--- config.mk ---
export PLATFORM = sky130hd
export DESIGN_NAME = rabs_ram
export DESIGN_NICKNAME = d
export VERILOG_FILES = /design/src/design/rabs_ram.sv
export SDC_FILE = /design/constraint.sdc
export NUM_CORES = 1
export LEC_CHECK = 0
export BUFFER_PORTS_ARGS = -buffer_cell sky130_fd_sc_hd__clkbuf_2
export CAP_MARGIN = 25
export CORE_MARGIN = 4
export CORE_UTILIZATION = 54
export DETAILED_ROUTE_END_ITERATION = 10
export PLACE_DENSITY = 0.71
export REMOVE_ABC_BUFFERS = 1
export SYNTH_ARGS = -nofsm -noshare
export SYNTH_HDL_FRONTEND = slang
export SYNTH_SLANG_ARGS = --single-unit
--- constraint.sdc ---
create_clock -name clk -period 5.3 [get_ports clk]
set_clock_uncertainty 0.05 [all_clocks]
set_input_delay 0.795 -clock clk [delete_from_list [all_inputs] [get_ports clk]]
set_output_delay 0.795 -clock clk [all_outputs]
set_load 0.03 [all_outputs]
--- src/design/rabs_ram.sv ---
module rabs_ram #(
  parameter int WIDTH = 32,
  parameter int DEPTH = 16,
  localparam int ADDR_W = (DEPTH > 1) ? $clog2(DEPTH) : 1
) (
  input  logic              clk,
  input  logic              we,
  input  logic [ADDR_W-1:0] waddr,
  input  logic [WIDTH-1:0]  wdata,
  input  logic              re,
  input  logic [ADDR_W-1:0] raddr,
  output logic [WIDTH-1:0]  rdata
);

  logic [WIDTH-1:0] mem [DEPTH];

  always_ff @(posedge clk) begin
    if (we) begin
      mem[waddr] <= wdata;
    end
    if (re) begin
      rdata <= mem[raddr];
    end
  end

endmodule

==> metrics.csv <==
stage;metric;value;unit
status;status;finished clean;
clock_network;Hold Buf Count CTS;0;
final_layout;share of cells above drive strength 1;31.99;%
run;maximum capacitance violations;0;
placed_design;Port Buffer Count;74;
clock_network;Clock Tree Root;clkbuf_16;
synthesis;Cells after Synth;838;
pwr;switch share;20.52;%
detailed_routing;drt drc;0;
die;Starting Density;54.97;%
die;die width;201.3;um
clock_network;CTS tree;done;
detailed_routing;Via Count;9103;
grt;global-route wire length before repair;62.29;mm
sta;Worst Max-Slew Pin Slew;1.096;ns
grt;GRT met3 Usage;3.578;%
clock_network;post-CTS resize count;0;
grt;pin count of the biggest net entering global routing;93;
sta;fmax;0.4104;GHz
synthesis;syn avg cell area;24.07;um2
synthesis;#FFs+latches synth;544;
detailed_routing;via density per instance;6.239;
placed_design;Placed Cells;1361;
sta;setup tns final;0;ns
clock_network;Max Root-Sink Buffers;3;
detailed_routing;WL per Instance;28.58;um
final_layout;layout net count;991;
sta;RSZ-0062 raised after global routing;no;
grt;antenna violations before repair;1;
clock_network;worst skew pair latency;0.58;ns
worst_setup_path;startpoint types;input port;
clock_network;cts bufs inserted;52;
pwr;Internal;6.990;mW
die;core area;36700;um2
worst_setup_path;Critical Path Fanout Max;46;
grt;M2 GR Usage;34.59;%
die;row count;70;
pwr;power density over the cells;384.5;nW/um2
worst_setup_path;worst reg2reg setup slack;3.77;ns
worst_setup_path;R2R Path End;rdata[28];
sta;final-report setup violation count;0;
synthesis;Yosys top cell area share;80.97;%
worst_setup_path;R2R cell count;3;
pwr;P_sw;1.805;mW
pwr;maximum vdd drop;261.9;uV
pwr;Comb pwr share;5.1;%
hold_path;WHS Path Cells;1;
detailed_routing;Final ANT Viol Nets;0;
clock_network;CTS clk-pin slew, worst paths;0.06;ns
detailed_routing;initial drt markers;970;
pwr;Static Leak;7.312;nW
worst_setup_path;Worst Path Arrival;2.70;ns
worst_setup_path;CP required;5.56;ns
clock_network;H-tree lvl count;2;
sta;Final Critical Period;2.436;ns
worst_setup_path;Crit Path Class;in2reg;
placed_design;HPWL Detailed;21.11;mm
sta;max-slew violations;0;
worst_setup_path;RR Startpoint;mem[3][28];
detailed_routing;first-pass iteration count of the detailed router;5;
synthesis;Synth Warn #;0;
sta;Slew HR;26.91;%
sta;period utilisation layout;45.97;%
grt;vias in the first global route;9635;
grt;gr usage total;20.72;%
pwr;Total Power;8.794;mW
detailed_routing;Routed WL;41.69;mm
placed_design;pre-CTS WS;2.204;ns
synthesis;synthesized cell area;20170;um2
worst_setup_path;Crit. End Element;flip-flop;
grt;GRT busiest layer;met2;
synthesis;largest cells by area after synthesis;edfxtp_1, mux4_2, a22oi_1;
hold_path;Worst Hold Launch;wdata[12];
clock_network;CTS Sinks;544;
die;die area;40520;um2
final_layout;Ant. Diodes;0;
sta;Final WS setup;2.864;ns
grt;Congestion Overflow GR;0;
final_layout;area delta synth->final;13.38;%
clock_network;post-CTS setup buffer count;0;
grt;GRT met1 Usage;29.26;%
hold_path;worst hold endpoint;mem[0][12];
sta;Final Hold Fails;0;
final_layout;Non-Filler Instances;1459;
final_layout;final core occ;62.33;%
synthesis;Distinct cells, synth;17;
sta;WHS;0.5733;ns
hold_path;HP Class;in2reg;
die;Die Y;201.3;um
final_layout;final instance area;22870;um2
placed_design;Area after DPL;21260;um2
placed_design;RePlAce Congestion;0.6953;
pwr;Sequential Power Share;55.4;%
pwr;Clk network pwr share;39.5;%
synthesis;register area share after synthesis;80.97;%
synthesis;largest area contributor in the netlist;edfxtp_1;
die;Top Ports;75;
==> worst max-delay path, cell delays in order <==
cell and delay [ns]:
clkbuf_8 0.47, buf_4 0.54, mux4_2 0.56, a22oi_1 0.23, nand2_1 0.08
==> state kept, by name, indices dropped and copies added, names as in the netlist <==
name and count:
mem 512, rdata 32
==> metal layers <==
metal	part of all wire (%)	vias up
li1	-	3822
met1	41	4880
met2	51	334
met3	6.4	65
met4	2.1	2
met5	0.017	-
==> cells in the mapped netlist <==
library cell,number
edfxtp_1,544
mux4_2,128
a22oi_1,64
nand2_1,33
clkbuf_1,17
nor2_1,13
buf_4,11
buf_1,9
buf_2,4
nor3_1,4
buf_6,2
nand2b_1,2
nand3b_1,2
nor2b_1,2
and2_1,1
nand3_1,1
or3b_2,1
==> cells by family after synthesis <==
logic type | count (synthesis) | share of synthesized area (%)
AO/OA/AOI/OAI | 64 | 2.382
buffers and inverters | 43 | 1.104
flip-flops | 544 | 80.97
multiplexers | 128 | 14.29
AND/OR/NAND/NOR | 59 | 1.253
==> how the worst max path moves through the flow <==
stage | start | end | slack, ns | depth (start not counted)
after floorplan | waddr[2] | mem[0][0] | 1.28 | 2
after global placement | raddr[0] | rdata[16] | 2.22 | 5
after detailed placement | raddr[0] | rdata[4] | 2.20 | 5
after CTS | waddr[2] | mem[3][29] | 2.80 | 4
after global routing | raddr[0] | rdata[24] | 2.65 | 5
final | raddr[0] | rdata[24] | 2.86 | 5
==> placed cells by master, fill, tap and decap left out <==
master	instances
inv_6	2
nor3_2	4
a22oi_1	64
clkinv_2	10
and2_2	1
nand3b_1	2
or3b_2	1
clkinvlp_4	1
clkbuf_2	72
nor2b_4	2
nand2_1	33
buf_4	23
nor2_4	13
clkinv_1	15
buf_12	3
bufinv_16	3
clkbuf_1	13
clkbuf_16	53
mux4_2	128
edfxtp_1	544
nand3_1	1
nand2b_1	2
clkbuf_8	1
==> layout make-up <==
class                           count  area [um2]
Timing Repair Buffer               99       606.8
Tap cell                          468       585.6
Sequential cell                   544       16340
Fill cell                        2412       13820
Clock inverter                     31       221.5
Clock buffer                       66        1375
Multi-Input combinational cell    251        3750
==> power groups by stage <==
stage	Sequential (mW)	Combinational, mW	Clock [mW]
floorplan	5.00	0.186	0
global placement	4.96	0.440	0
detailed placement	4.97	0.449	0
CTS	4.88	0.451	3.52
global route	4.88	0.478	3.72
finish	4.88	0.445	3.47
(Power assumes the default switching activity.)
