`src/design/rabs_pkg.sv`:
```
package rabs_pkg;

  localparam int IDX_W      = 19;
  localparam int CHAN_W     = 8;
  localparam int NUM_CHAN   = 3;
  localparam int CNT_W      = 8;
  localparam int ALPHA_W    = 9;
  localparam int FRAC_W     = 8;
  localparam int CFG_IDX_W  = 3;
  localparam int CFG_DATA_W = 9;
  localparam int BG_W       = NUM_CHAN * CHAN_W;
  localparam int ENTRY_W    = BG_W + CNT_W;

  // register indexes
  localparam logic [CFG_IDX_W-1:0] REG_DIFF_THRESHOLD   = 3'd0;
  localparam logic [CFG_IDX_W-1:0] REG_BLEND_ALPHA      = 3'd1;
  localparam logic [CFG_IDX_W-1:0] REG_SELECTIVE_UPDATE = 3'd2;
  localparam logic [CFG_IDX_W-1:0] REG_ABSORB_LIMIT     = 3'd3;
  localparam logic [CFG_IDX_W-1:0] REG_COLOR_MODE       = 3'd4;

  // register reset values
  localparam logic [CHAN_W-1:0]  RST_DIFF_THRESHOLD = 8'd25;
  localparam logic [ALPHA_W-1:0] RST_BLEND_ALPHA    = 9'd13;
  localparam logic [CNT_W-1:0]   RST_ABSORB_LIMIT   = 8'd50;

  // request codes
  localparam logic REQ_INIT    = 1'b0;
  localparam logic REQ_PROCESS = 1'b1;

  localparam logic [ALPHA_W-1:0] ALPHA_ONE = 9'd256;
  localparam logic [CNT_W-1:0]   CNT_MAX   = 8'd255;

  typedef struct packed {
    logic              req_type;
    logic [IDX_W-1:0]  pixel_index;
    logic [CHAN_W-1:0] chan_zero;
    logic [CHAN_W-1:0] chan_one;
    logic [CHAN_W-1:0] chan_two;
  } pix_in_t;

  typedef struct packed {
    logic             foreground;
    logic [IDX_W-1:0] out_index;
  } pix_out_t;

  typedef struct packed {
    logic [CHAN_W-1:0]  diff_threshold;
    logic [ALPHA_W-1:0] blend_alpha;
    logic               selective_update;
    logic [CNT_W-1:0]   absorb_limit;
    logic               color_mode;
  } cfg_t;

  typedef struct packed {
    logic              over;
    logic [CHAN_W-1:0] blend;
  } lane_res_t;

endpackage

```
`src/design/rabs_lane.sv`:
```
module rabs_lane (
  input  logic [rabs_pkg::CHAN_W-1:0]  pix,
  input  logic [rabs_pkg::CHAN_W-1:0]  bg,
  input  logic [rabs_pkg::ALPHA_W-1:0] alpha,
  input  logic [rabs_pkg::CHAN_W-1:0]  threshold,
  output rabs_pkg::lane_res_t          res
);
  import rabs_pkg::*;

  localparam int PROD_W = ALPHA_W + CHAN_W + 2;
  localparam int ACC_W  = PROD_W + 1;
  localparam logic [FRAC_W-1:0] HALF = FRAC_W'(1 << (FRAC_W - 1));

  logic signed [CHAN_W:0]   diff;
  logic        [CHAN_W-1:0] mag;
  logic signed [PROD_W-1:0] prod;
  logic signed [ACC_W-1:0]  acc;

  // b + a*(p-b)/256 with rounding, same as (a*p + (256-a)*b + 128)/256
  always_comb begin
    diff = $signed({1'b0, pix}) - $signed({1'b0, bg});
    mag  = diff[CHAN_W] ? CHAN_W'(-diff) : diff[CHAN_W-1:0];
    prod = $signed({1'b0, alpha}) * diff;
    acc  = ACC_W'($signed({1'b0, bg, HALF})) + ACC_W'(prod);
    res.over  = mag > threshold;
    res.blend = acc[FRAC_W +: CHAN_W];
  end

endmodule

```
`config.mk`:
```
export PLATFORM = sky130hd
export DESIGN_NAME = rabs_lane
export DESIGN_NICKNAME = d
export VERILOG_FILES = /design/src/design/rabs_pkg.sv /design/src/design/rabs_lane.sv
export SDC_FILE = /design/constraint.sdc
export NUM_CORES = 1
export LEC_CHECK = 0
export BUFFER_PORTS_ARGS = -buffer_cell sky130_fd_sc_hd__buf_2
export CORE_AREA = 2 2 122 76
export DETAILED_ROUTE_END_ITERATION = 8
export DIE_AREA = 0 0 124 78
export PLACE_DENSITY = 0.6
export SLEW_MARGIN = 20
export SYNTH_ARGS = -nofsm -noshare
export SYNTH_HDL_FRONTEND = slang
export SYNTH_SLANG_ARGS = --single-unit
export TNS_END_PERCENT = 1
```
`constraint.sdc`:
```
create_clock -name vclk -period 14.9
set_clock_uncertainty 0.1 [all_clocks]
set_input_delay 2.98 -clock vclk [all_inputs]
set_output_delay 2.98 -clock vclk [all_outputs]
set_load 0.02 [all_outputs]
```
==> results.yml <==
drt:
  drc_errors: 0
  vias: 2677
  drt_iter0_drc: 108
  drt_pass1_iterations: 4
  viasPerCell: 4.83
  drt-wirelength-per-cell_um: 13.4
  ant_nets: 0
  wl_um: 7410
logic_synthesis:
  synth_area_leader_cell: "fa_1"
  synth_seq_area_share_pct: 0
  avgSynthCellArea_um2: 8.17
  syn-cell-area_um2: 3340
  syn-num-nets: 549
  synth_cell_type_count: 42
  synth.top_cells.by_area: "fa_1, ha_1, inv_1, and2_1, nand2_1"
  synthTopCellsByCount: "inv_1, fa_1, ha_1"
  yosys.cell_count.top_type: "inv_1"
  ys_warn_count: 0
  syn_inst: 409
  synth_top_cell_area_share_pct: 34.7
setup_path:
  end_kind: "output pin"
  start_kind: "input port"
  required_ns: 11.82
  criticalPathCategory: "in2out"
  cp_data_arrival_time_ns: 9.58
  path_max_fanout: 9
final_layout:
  regArea_um2: 0
  multi_input_area_um2: 2910
  final_net_count: 584
  layout-drive-gt1-share_pct: 11.5
  areaGrowthSynthToFinish_pct: 9.47
  seq_cells: 0
  clock_buffers: 0
  n_antenna_cell: 0
  fillers: 887
sta:
  min_period_over_period_pct: 84.9
  finalSetupViolCount: 0
  report.final.slew_viol_count: 0
  hold_viol_final: 0
  slew_headroom_pct: 41.3
  fmax_mhz: 79.0
  fin_crit_ns: 12.66
  fin_tns_setup_ns: 0
  rsz0062_at_grt: "no"
  worst_pin_slew_ns: 0.877
global_route:
  first_global_vias: 2704
  grt_pass1_wl_um: 13100
  grt_overflow: 0
  antenna_found_initial: 0
  grt.busiest_layer: "met1"
  grt_usage_pct: 16.7
  gr-usage-met2_pct: 26.4
  use_met1_pct: 26.5
  grt_max_degree: 13
  use_met3_pct: 0.588
min_path:
  holdPathStages: 5
  hp-class: "in2out"
floorplan:
  die_area_um2: 9670
  start_util_pct: 39.5
  die_w_um: 124
  row_count: 26
  coreArea_um2: 8460
  dieHeight_um: 78
  ios: 42
place:
  port_buffers: 42
  dpl.hpwl_um: 6650
  place.gp.congestion: 0.780
outcome:
  status: "finished clean"
job:
  maxCapViolations: 0
clock_tree:
  cts_hold_buf: 0
  ctsResizeCount: 0
  post_cts_buffers: 0
[through the flow]
step | instances | worst slack, ns | hold slack (ns) | instance area, um^2 | utilization (%)
after floorplan | 409 | 2.80 | 6.19 | 3340 | -
after global placement | 554 | 2.34 | 6.40 | 3660 | 43.3
after detailed placement | 554 | 2.26 | 6.41 | 3660 | 43.3
after CTS | 554 | 2.23 | 6.41 | 3660 | 43.3
after global routing | 554 | 1.85 | 6.45 | 3660 | 43.3
final | 554 | 2.24 | 6.41 | 3660 | 43.3
[worst max-delay path, stage by stage]
cell	delay [ns]
buf_2	0.11
inv_1	0.07
ha_1	0.26
nor2b_1	0.14
o211ai_1	0.28
nand4b_1	0.18
a31oi_1	0.32
xnor2_1	0.29
and2_1	0.27
fa_1	0.51
inv_1	0.06
fa_1	0.54
inv_1	0.06
fa_1	0.51
fa_1	0.52
inv_1	0.05
fa_1	0.53
inv_1	0.04
ha_1	0.36
and4_2	0.28
a221o_1	0.31
a211o_1	0.33
xnor2_1	0.18
xnor3_1	0.23
buf_2	0.17
[logic make-up (layout without fill, tap and decap cells)]
| group | after synthesis | in the layout | share of synthesized area, % |
|---|---|---|---|
| buffers and inverters | 114 | 147 | 12.9 |
| and+or+nand+nor | 125 | 125 | 18.9 |
| xor gates and xnor gates | 18 | 18 | 5.13 |
| AOI/OAI and AO/OA | 43 | 43 | 9.36 |
| muxes | 2 | 2 | 0.599 |
| adders and majority gates | 107 | 107 | 53.1 |
[layout by cell type (no fill, tap or decap), drive strengths merged, types with 2 or more instances in the layout]
cell    netlist  layout
and2         28      28
a31oi         3       3
fa           58      58
a21o          6       6
o21ai         6       6
a211o         2       2
o21a          6       6
nand2b       11      11
mux2i         2       2
nor2b         5       5
nor2         19      19
buf           3      43
and3          2       2
xor2          3       3
xnor2        14      14
nand2        43      43
a21oi         6       6
a211oi        2       2
nand3         4       4
inv         104     104
nor3          4       4
o211ai        3       3
ha           49      49
nand4         3       3
or2           2       2
[cell type report]
| cell class | instances | area share, % |
|---|---|---|
| multi-input combinational | 295 | 79.6 |
| inverter | 104 | 10.7 |
| timing repair buffer | 43 | 5.95 |
| tap | 112 | 3.83 |
[routing by layer]
| layer | wire length (um) | share of wire (%) | vias up |
|---|---|---|---|
| li1 | - | - | 1320 |
| met1 | 3840 | 52 | 1294 |
| met2 | 3190 | 43 | 63 |
| met3 | 375 | 5.1 | 0 |
| met4 | 0 | 0 | 0 |
| met5 | 0 | 0 | - |
[path summary, 6_finish.rpt]
check	startpoint	end	slack [ns]
setup / recovery	bg[1]	res[7]	2.24
hold / removal	threshold[3]	res[8]	6.41
Power is left out: the tool's default activity adds up to more than one toggle a clock period on the data nets, which glitch-free logic cannot reach.
