==> config.mk <==
export PLATFORM = sky130hd
export DESIGN_NAME = rabs_merge
export DESIGN_NICKNAME = d
export VERILOG_FILES = /design/src/design/rabs_pkg.sv /design/src/design/rabs_merge.sv
export SDC_FILE = /design/constraint.sdc
export NUM_CORES = 1
export LEC_CHECK = 0
export ABC_AREA = 1
export BUFFER_PORTS_ARGS = -buffer_cell sky130_fd_sc_hd__buf_4
export CAP_MARGIN = 5
export CELL_PAD_IN_SITES_DETAIL_PLACEMENT = 1
export CELL_PAD_IN_SITES_GLOBAL_PLACEMENT = 2
export CORE_ASPECT_RATIO = 2
export CORE_MARGIN = 2
export CORE_UTILIZATION = 13
export DETAILED_ROUTE_END_ITERATION = 6
export PLACE_DENSITY_LB_ADDON = 0.1
export SETUP_SLACK_MARGIN = 0.05
export SLEW_MARGIN = 20
export SYNTH_ARGS = -nofsm -noshare
export SYNTH_HDL_FRONTEND = slang
export SYNTH_SLANG_ARGS = --single-unit
==> constraint.sdc <==
create_clock -name vclk -period 2.9
set_input_delay 0.435 -clock vclk [all_inputs]
set_output_delay 0.435 -clock vclk [all_outputs]
set_load 0.1 [all_outputs]
==> src/design/rabs_pkg.sv <==
package rabs_pkg;

  localparam int IDX_W      = 19;
  localparam int CHAN_W     = 8;
  localparam int NUM_CHAN   = 3;
  localparam int CNT_W      = 8;
  localparam int ALPHA_W    = 9;
  localparam int FRAC_W     = 8;
  localparam int CFG_IDX_W  = 3;
  localparam int CFG_DATA_W = 9;
  localparam int BG_W       = NUM_CHAN * CHAN_W;
  localparam int ENTRY_W    = BG_W + CNT_W;

  // register indexes
  localparam logic [CFG_IDX_W-1:0] REG_DIFF_THRESHOLD   = 3'd0;
  localparam logic [CFG_IDX_W-1:0] REG_BLEND_ALPHA      = 3'd1;
  localparam logic [CFG_IDX_W-1:0] REG_SELECTIVE_UPDATE = 3'd2;
  localparam logic [CFG_IDX_W-1:0] REG_ABSORB_LIMIT     = 3'd3;
  localparam logic [CFG_IDX_W-1:0] REG_COLOR_MODE       = 3'd4;

  // register reset values
  localparam logic [CHAN_W-1:0]  RST_DIFF_THRESHOLD = 8'd25;
  localparam logic [ALPHA_W-1:0] RST_BLEND_ALPHA    = 9'd13;
  localparam logic [CNT_W-1:0]   RST_ABSORB_LIMIT   = 8'd50;

  // request codes
  localparam logic REQ_INIT    = 1'b0;
  localparam logic REQ_PROCESS = 1'b1;

  localparam logic [ALPHA_W-1:0] ALPHA_ONE = 9'd256;
  localparam logic [CNT_W-1:0]   CNT_MAX   = 8'd255;

  typedef struct packed {
    logic              req_type;
    logic [IDX_W-1:0]  pixel_index;
    logic [CHAN_W-1:0] chan_zero;
    logic [CHAN_W-1:0] chan_one;
    logic [CHAN_W-1:0] chan_two;
  } pix_in_t;

  typedef struct packed {
    logic             foreground;
    logic [IDX_W-1:0] out_index;
  } pix_out_t;

  typedef struct packed {
    logic [CHAN_W-1:0]  diff_threshold;
    logic [ALPHA_W-1:0] blend_alpha;
    logic               selective_update;
    logic [CNT_W-1:0]   absorb_limit;
    logic               color_mode;
  } cfg_t;

  typedef struct packed {
    logic              over;
    logic [CHAN_W-1:0] blend;
  } lane_res_t;

endpackage

==> src/design/rabs_merge.sv <==
module rabs_merge (
  input  rabs_pkg::pix_in_t                             item,
  input  logic [rabs_pkg::ENTRY_W-1:0]                  entry,
  input  rabs_pkg::lane_res_t [rabs_pkg::NUM_CHAN-1:0]  lanes,
  input  rabs_pkg::cfg_t                                cfg,
  output logic                                          foreground,
  output logic [rabs_pkg::ENTRY_W-1:0]                  entry_next
);
  import rabs_pkg::*;

  logic [NUM_CHAN-1:0][CHAN_W-1:0] pix;
  logic [NUM_CHAN-1:0][CHAN_W-1:0] bgc;
  logic [NUM_CHAN-1:0][CHAN_W-1:0] bg_new;
  logic [NUM_CHAN-1:0]             used;
  logic [NUM_CHAN-1:0]             over;
  logic [CNT_W-1:0]                count;
  logic [CNT_W-1:0]                cnt_sat;
  logic                            hit;
  logic                            absorb;
  logic                            blend_en;

  always_comb begin
    pix   = {item.chan_two, item.chan_one, item.chan_zero};
    bgc   = entry[BG_W-1:0];
    count = entry[ENTRY_W-1 -: CNT_W];
    for (int c = 0; c < NUM_CHAN; c++) begin
      used[c] = (c == 0) || cfg.color_mode;
      over[c] = lanes[c].over;
    end
    hit      = |(over & used);
    cnt_sat  = (hit && count != CNT_MAX) ? count + CNT_W'(1) : count;
    absorb   = cnt_sat > cfg.absorb_limit;
    blend_en = !(cfg.selective_update && hit);
    for (int c = 0; c < NUM_CHAN; c++) begin
      if (!used[c]) begin
        bg_new[c] = bgc[c];
      end else if (absorb) begin
        bg_new[c] = pix[c];
      end else if (blend_en) begin
        bg_new[c] = lanes[c].blend;
      end else begin
        bg_new[c] = bgc[c];
      end
    end
    if (item.req_type == REQ_PROCESS) begin
      foreground = hit;
      entry_next = {hit ? cnt_sat : CNT_W'(0), bg_new};
    end else begin
      foreground = 1'b0;
      entry_next = {CNT_W'(0), pix};
    end
  end

endmodule

==> impl_metrics.yaml, run 1 <==
floorplanning:
  initial_core_util: 0.134
  die_y_um: 160
  die_x_um: 81.9
  die_area_um2: 13100
  io_pins: 163
  fp-row-count: 56
  core_area_um2: 11800
routing:
  drc_errors: 0
  vias_per_cell: 4.22
  drtIter0Drc: 39
  vias: 2636
  wl_met1_mm: 2.84
  dr.pass1.iters: 4
  wl_mm: 9.41
  antenna_left: 0
  met3_length_um: 491
  wl_met2_mm: 6.03
  routed.top_layer: "met4"
  wl_per_cell_um: 15.1
timing:
  worstMarginPinSlew_ns: 0.395
  timing.final.ws_setup_ns: -0.483
  period_minus_slack_ns: 3.38
  maxSlewViolCount: 0
  final_hold_viol_count: 0
  rsz0062_at_grt: "yes"
  finalSetupViolations: 24
  fmax_mhz: 296
  hold_slack_ns: 1.29
  max_slew_margin: 0.736
  fin_crit_sh: 1.17
setup_path:
  slowest_stage: "ha_1"
  cp_cell_sequence: "buf_8 > ha_4 > nand2_4 > inv_4 > nand3_4 > nand2_8 > inv_6 > buf_6 > nand2_1 > o21ai_0 > inv_1 > ha_1 > nand2_4 > nor2_4 > nand4_4 > a21oi_4 > buf_12 > buf_8 > o21ai_4 > buf_12"
  crit_path_start_kind: "primary input"
  cp_max_fo: 7
  end_kind: "primary output"
  cp_num_buf_inv: 8
  cp_data_required_time_ns: 2.47
  cpPeakStageDelay_ns: 0.35
  cp_top_family: "buffers and inverters"
  critical_path_class: "primary input to primary output"
  arrival_ns: 2.95
placed_design:
  io_buffers: 127
  dp.final_hpwl_mm: 7.53
  globalplace.congestion: 0.726
  post-place-ws_ns: -0.817
global_route:
  grt_max_degree: 23
  grt_antenna_before_repair: 0
  grt_pass1_wl_mm: 14.6
  globalRouteOverflowTotal: 0
  track_usage: 0.142
  grt_pass1_vias: 2946
final_layout:
  antenna_cells: 0
  drive_gt1_frac: 0.598
  clkbuf_count: 0
  seq_cell_count: 0
  nNetsFinal: 621
  final_cell_mix: "129 x buf_4, 62 x inv_1, 42 x nand2_1, 31 x buf_12, 25 x nor2_1"
  seq_area_um2: 0
  final_common_cell: "buf_4"
  area_growth_pct: 168
  fill_cells: 1453
logic_synthesis:
  synth_cell_type_count: 25
  ys_seq_area_frac: 0
  mappedNetlistArea_um2: 1580
  synth_cells: 322
  syn_area_per_cell_um2: 4.90
  synthesis.nets: 461
  synth_warnings: 0
flow_run:
  max_cap_violations: 0
run_status:
  outcome: "complete, but fails checks"
  violations: "negative setup slack"
pwr:
  p_leak_nw: 2.13
  peakVddDrop_uv: 133
  power_density_nw_per_um2: 309
clock_tree:
  hold_buffers: 0
min_path:
  holdCritPathClass: "primary input to primary output"
==> where the power goes <==
part           total, mW  internal (mW)  switching, mW
registers              0              0              0
logic               1.31          0.528          0.777
clock network          0              0              0
total               1.31          0.528          0.777
==> cells by family after synthesis <==
| logic type | share of synthesized area |
|---|---|
| AOI/OAI and AO/OA | 0.225 |
| xor gates and xnor gates | 0.0389 |
| adders and majority gates | 0.0714 |
| buffers and inverters | 0.232 |
| and+or+nand+nor | 0.433 |
==> cell type report <==
cell class                 count  area (µm²)  share of cell area
multi-input combinational    237        2010               0.475
inverter                      70         278              0.0657
tap                          145         181              0.0429
timing repair buffer         173        1760               0.416
==> per-stage QoR <==
stage                util  total power, mW  instance area (µm²)  cells  TNS [ns]
finish              0.359             1.31                 4230    625    -10.41
global route        0.359             1.38                 4230    625    -13.79
detailed placement  0.283             1.02                 3330    613    -18.73
CTS                 0.349             1.28                 4100    625     -9.99
floorplan               -            0.704                 1990    322     -8.70
global placement    0.283             1.02                 3330    613    -17.84
==> synth_stat cells (2+ instances only) <==
library cell  count  share of area
a21oi_1          34           0.11
buf_2             9          0.029
buf_6             3          0.021
clkbuf_1          3         0.0071
ha_1              9          0.071
inv_1            67           0.16
inv_4             2         0.0079
nand2_1          75           0.18
nand2_4           3          0.021
nand3_1          43           0.14
nor2_1           30          0.071
o21ai_0          15          0.048
o21ai_1          12          0.038
xor2_1            6          0.033
==> metal layers <==
layer	vias up	track usage
met5	-	0
met4	0	0.00682
met3	4	0.0164
met2	71	0.308
met1	1242	0.137
li1	1319	-
==> worst paths after layout <==
check / to / depth (start not counted) / slack, ns / start
setup / recovery: entry_next[0] / 20 / -0.48 / entry[25]
hold / removal: entry_next[7] / 4 / 1.29 / item[23]
==> timing repair <==
item | 4_1_cts | 5_1_grt
resized for setup | 154 | 22
buffers inserted | 11 | 0
setup endpoints to repair | 24 | 24
pin swaps | 40 | 24
cloned | 2 | 0
(Power assumes the default switching activity.)
==> run 2: changes to the inputs <==
CORE_UTILIZATION = 16   (was 13)
clock period = 3.9 ns   (was 2.9 ns; I/O delays follow)
==> run 2 against run 1 <==
Effect of this change:
- the flow now finishes without violations
- die area decreased by 18%
- critical endpoint is now entry_next[5]
- global-route usage about the same
- critical path depth decreased by 1
- first-iteration DRC count decreased by 26%
- worst hold slack improved by 0.28 ns
- design area decreased by 21%
- clock-buffer cell count unchanged
- non-clock buffer count decreased by 20
- combinational power decreased by 41%
- flip-flop and latch count unchanged
- worst setup slack improved by 0.71 ns
==> impl_metrics.yaml, run 2 (synthesis results as in run 1) <==
timing:
  max_slew_margin: 0.766
  worstMarginPinSlew_ns: 0.350
  period_minus_slack_ns: 3.67
  fmax_mhz: 273
  finalSetupViolations: 0
  fin_crit_sh: 0.941
  maxSlewViolCount: 0
  final_hold_viol_count: 0
  rsz0062_at_grt: "no"
global_route:
  grt_pass1_wl_mm: 12.0
  globalRouteOverflowTotal: 0
  grt_pass1_vias: 2466
  grt_antenna_before_repair: 0
  track_usage: 0.142
  grt_max_degree: 34
final_layout:
  nNetsFinal: 601
  fin_util: 0.347
  drive_gt1_frac: 0.457
  area_growth_pct: 112
  antenna_cells: 0
  final_cells: 592
  seq_cell_count: 0
  clkbuf_count: 0
  final_cell_mix: "123 x buf_4, 70 x nand2_1, 63 x inv_1, 40 x nand3_1, 26 x nor2_1"
  seq_area_um2: 0
  final_common_cell: "buf_4"
run_status:
  outcome: "finished clean"
pwr:
  power_mw: 0.767
  peakVddDrop_uv: 85.9
  p_leak_nw: 1.78
  power_density_nw_per_um2: 229
floorplanning:
  die_area_um2: 10700
  core_area_um2: 9640
  fp-row-count: 51
  die_x_um: 74.2
  die_y_um: 144
  io_pins: 163
  initial_core_util: 0.164
setup_path:
  critical_path_class: "primary input to primary output"
  cp_max_fo: 7
  cp_num_buf_inv: 6
  cp_cell_sequence: "buf_4 > ha_4 > nand2_4 > inv_2 > nand3_2 > nand2_4 > inv_6 > nand2_2 > xor2_1 > ha_1 > nand2_4 > a21oi_1 > nor2_4 > nand2_8 > a21oi_4 > clkbuf_16 > buf_4 > o21ai_2 > buf_12"
  end_kind: "primary output"
  crit_path_start_kind: "primary input"
  cp_common_cell: "nand2_4"
  cpPeakStageDelay_ns: 0.33
  slowest_stage: "ha_1"
  arrival_ns: 3.08
  cp_data_required_time_ns: 3.31
  cp_top_family: "buffers and inverters"
routing:
  vias_per_cell: 4.25
  dr.pass1.iters: 4
  wl_mm: 8.07
  wl_per_cell_um: 13.6
  drtIter0Drc: 29
  vias: 2518
  drc_errors: 0
  antenna_left: 0
min_path:
  min_to: "entry_next[1]"
  holdCritPathClass: "primary input to primary output"
  worstHoldStart: "item[17]"
  whs_path_depth: 4
placed_design:
  placed_cells: 584
  dp.final_hpwl_mm: 6.48
  globalplace.congestion: 0.741
  io_buffers: 127
flow_run:
  max_cap_violations: 0
run 2: changes by cell type in the layout (fill, tap and decap cells not counted), sizes merged:
cell,change
buf,-21
clkbuf,+1
run 2: worst max-delay path by stage:
stage	start	end	slack, ns	cells past startpoint
2_1_floorplan	cfg[0]	entry_next[0]	-0.44	18
3_3_place_gp	entry[24]	entry_next[16]	-0.04	20
3_5_place_dp	entry[24]	entry_next[16]	-0.08	21
4_1_cts	entry[24]	entry_next[13]	0.07	20
5_1_grt	entry[25]	entry_next[5]	0.06	20
6_report	entry[25]	entry_next[5]	0.23	19
run 2: cell type report:
type / count / area [µm²]
timing repair buffer: 153 / 1380
tap: 132 / 165
fill: 1259 / 6290
multi-input combinational: 237 / 1540
inverter: 70 / 270
run 2: report_power, final:
part	internal [mW]	total (mW)	switching [mW]
sequential	0	0	0
clock	0	0	0
combinational	0.274	0.767	0.493
total	0.274	0.767	0.493
run 2: tightest hold or removal path, delay by kind of cell:
kind / cells / cell delay (ns)
buffers and inverters: 3 / 0.34
AOI/OAI and AO/OA: 1 / 0.06
run 2: timing repair:
item	CTS	global route
buffers inserted	4	2
gates resized for setup	39	40
hold buffers	0	0
pin swaps	4	18
endpoints found under the hold margin	0	0
setup endpoints to repair	24	24
cloned	0	2
run 2: per-layer routing:
metal | global-route usage | vias up | part of all wire
met2 | 0.308 | 68 | 0.62
met1 | 0.145 | 1170 | 0.34
li1 | - | 1280 | -
met4 | 0 | 0 | 0
met5 | 0 | - | 0
met3 | 0.0146 | 0 | 0.047
run 2: metrics by stage:
stage	hold slack (ns)	setup TNS, ns	instance area [µm²]	worst slack (ns)
floorplan	1.47	-0.440	1740	-0.440
global placement	1.60	-0.575	2940	-0.0390
detailed placement	1.61	-1.51	2940	-0.0795
CTS	1.57	0	3130	0.0650
global route	1.58	0	3350	0.0581
finish	1.57	0	3350	0.231
==> run 3: changes to the inputs <==
ABC_AREA = not set   (was 1)
CORE_UTILIZATION = 17   (was 16)
GPL_TIMING_DRIVEN = 0   (was not set)
==> run 3 against run 2 <==
Effect of this change:
- the flow now finishes with violations (negative setup slack)
- global-route usage up 0.77 points
- wire length down 12%
- clock-buffer cell count stayed put
- largest cell class unchanged
==> impl_metrics.yaml, run 3 <==
timing:
  finalSetupViolations: 24
  worstMarginPinSlew_ns: 0.746
  final_hold_viol_count: 0
  fmax_mhz: 243
  fin_crit_sh: 1.05
  maxSlewViolCount: 0
  hold_slack_ns: 1.58
  period_minus_slack_ns: 4.11
  rsz0062_at_grt: "yes"
  timing.final.ws_setup_ns: -0.208
  max_slew_margin: 0.503
final_layout:
  final_cell_mix: "109 x buf_4, 29 x mux2_4, 27 x buf_12, 18 x nor2b_1, 13 x a221o_4"
  clkbuf_count: 0
  design_area_um2: 3390
  final_common_cell: "buf_4"
  seq_area_um2: 0
  seq_cell_count: 0
  fin_util: 0.427
  drive_gt1_frac: 0.733
  area_growth_pct: 142
  nNetsFinal: 452
  antenna_cells: 0
setup_path:
  end_kind: "primary output"
  cp_cell_sequence: "buf_6 > and3_4 > nand2_4 > o21a_4 > nor3b_4 > xor2_2 > ha_1 > nand4_1 > or3_4 > o31ai_4 > buf_6 > buf_8 > mux2_4 > a221o_4 > buf_12"
  cpPeakStageDelay_ns: 0.37
  cp_common_cell: "buf_6"
  cp_max_fo: 6
  cp_data_required_time_ns: 3.31
  slowest_stage: "a221o_4"
  cp_top_family: "simple AND/OR/NAND/NOR gates"
  critical_path_class: "primary input to primary output"
  arrival_ns: 3.52
  cp_num_buf_inv: 4
  crit_path_start_kind: "primary input"
routing:
  drtIter0Drc: 30
  drc_errors: 0
  wl_mm: 7.11
  antenna_left: 0
  vias: 1876
  dr.pass1.iters: 4
  vias_per_cell: 4.61
  wl_per_cell_um: 17.5
run_status:
  outcome: "complete, but fails checks"
  violations: "negative setup slack"
floorplanning:
  die_y_um: 132
  die_x_um: 68.2
  initial_core_util: 0.176
  io_pins: 163
  core_area_um2: 7940
  die_area_um2: 9030
  fp-row-count: 46
pwr:
  power_mw: 0.786
  intPower_mw: 0.351
  power_density_nw_per_um2: 232
  p_comb_frac: 1.000
  pwr-share-seq: 0
  p_clk_frac: 0
  netSwitchingPower_mw: 0.435
  sw_frac_of_total: 0.554
  peakVddDrop_uv: 79.2
  p_leak_nw: 1.66
global_route:
  grt_pass1_wl_mm: 10.4
  grt_max_degree: 11
  use_met3: 0.0111
  grt_pass1_vias: 2061
  met1_usage: 0.131
  grt_antenna_before_repair: 0
  globalRouteOverflowTotal: 0
  track_usage: 0.150
  grt_busiest_layer: "met2"
  grt_use_met2: 0.339
logic_synthesis:
  synthesis.nets: 305
  ys_top_cells_by_count: "22 x mux2_4, 18 x nor2b_1, 16 x a221o_1"
  synth_top_area_share: 0.236
  syn_area_per_cell_um2: 8.44
  synth_cells: 166
  synthTopCellsByArea: "mux2_4 24%, a221o_1 11%, mux2_2 8.8%"
  synth_most_common_cell: "mux2_4"
  mappedNetlistArea_um2: 1400
  synth_cell_type_count: 33
  ys_seq_area_frac: 0
  synth_warnings: 0
  synth_top_cell_by_area: "mux2_4"
placed_design:
  post-place-ws_ns: -0.512
  placed_area_um2: 2790
  io_buffers: 126
  dp.final_hpwl_mm: 5.84
  globalplace.congestion: 0.705
clock_tree:
  hold_buffers: 0
flow_run:
  max_cap_violations: 0
min_path:
  holdCritPathClass: "primary input to primary output"
-- run 3: logic make-up (layout without fill, tap and decap cells) --
family,after synthesis,in the layout,share of synthesized area
and+or+nand+nor,58,58,0.230
AOI/OAI and AO/OA,32,32,0.185
buffers and inverters,19,164,0.0768
muxes,43,43,0.396
xor gates and xnor gates,5,5,0.0312
adders and majority gates,9,9,0.0804
-- run 3: worst paths after layout --
kind      start              to  slack (ns)  depth (start not counted)
min   entry[13]  entry_next[13]        1.58                          3
max   entry[28]  entry_next[16]       -0.21                         15
-- run 3: through the flow --
stage / cells / TNS, ns
final: 407 / -3.61
after global routing: 407 / -6.06
after CTS: 402 / -3.35
after detailed placement: 388 / -7.79
after global placement: 388 / -8.10
after floorplan: 166 / 0
-- run 3: layout make-up --
class                      instances  area (µm²)
fill                             911        4550
timing repair buffer             145        1460
buffer                            11         104
tap                               96         120
multi-input combinational        147        1680
inverter                           8        30.0
-- run 3: power by group through the flow --
| stage | Sequential, mW | Clock, mW | Combinational [mW] |
|---|---|---|---|
| after floorplan | 0 | 0 | 0.477 |
| after global placement | 0 | 0 | 0.643 |
| after detailed placement | 0 | 0 | 0.647 |
| after CTS | 0 | 0 | 0.776 |
| after global routing | 0 | 0 | 0.819 |
| final | 0 | 0 | 0.786 |
-- run 3: layer usage --
layer  part of all wire  vias up
li1                   -      900
met1               0.30      902
met2               0.64       70
met3              0.050        4
met4             0.0067        0
met5                  0        -
-- run 3: what timing repair did --
| action | CTS | global route |
|---|---|---|
| buffers inserted | 13 | 5 |
| pin swaps | 15 | 4 |
| setup endpoints to repair | 24 | 24 |
| gates resized for setup | 92 | 11 |
| gates cloned | 1 | 0 |
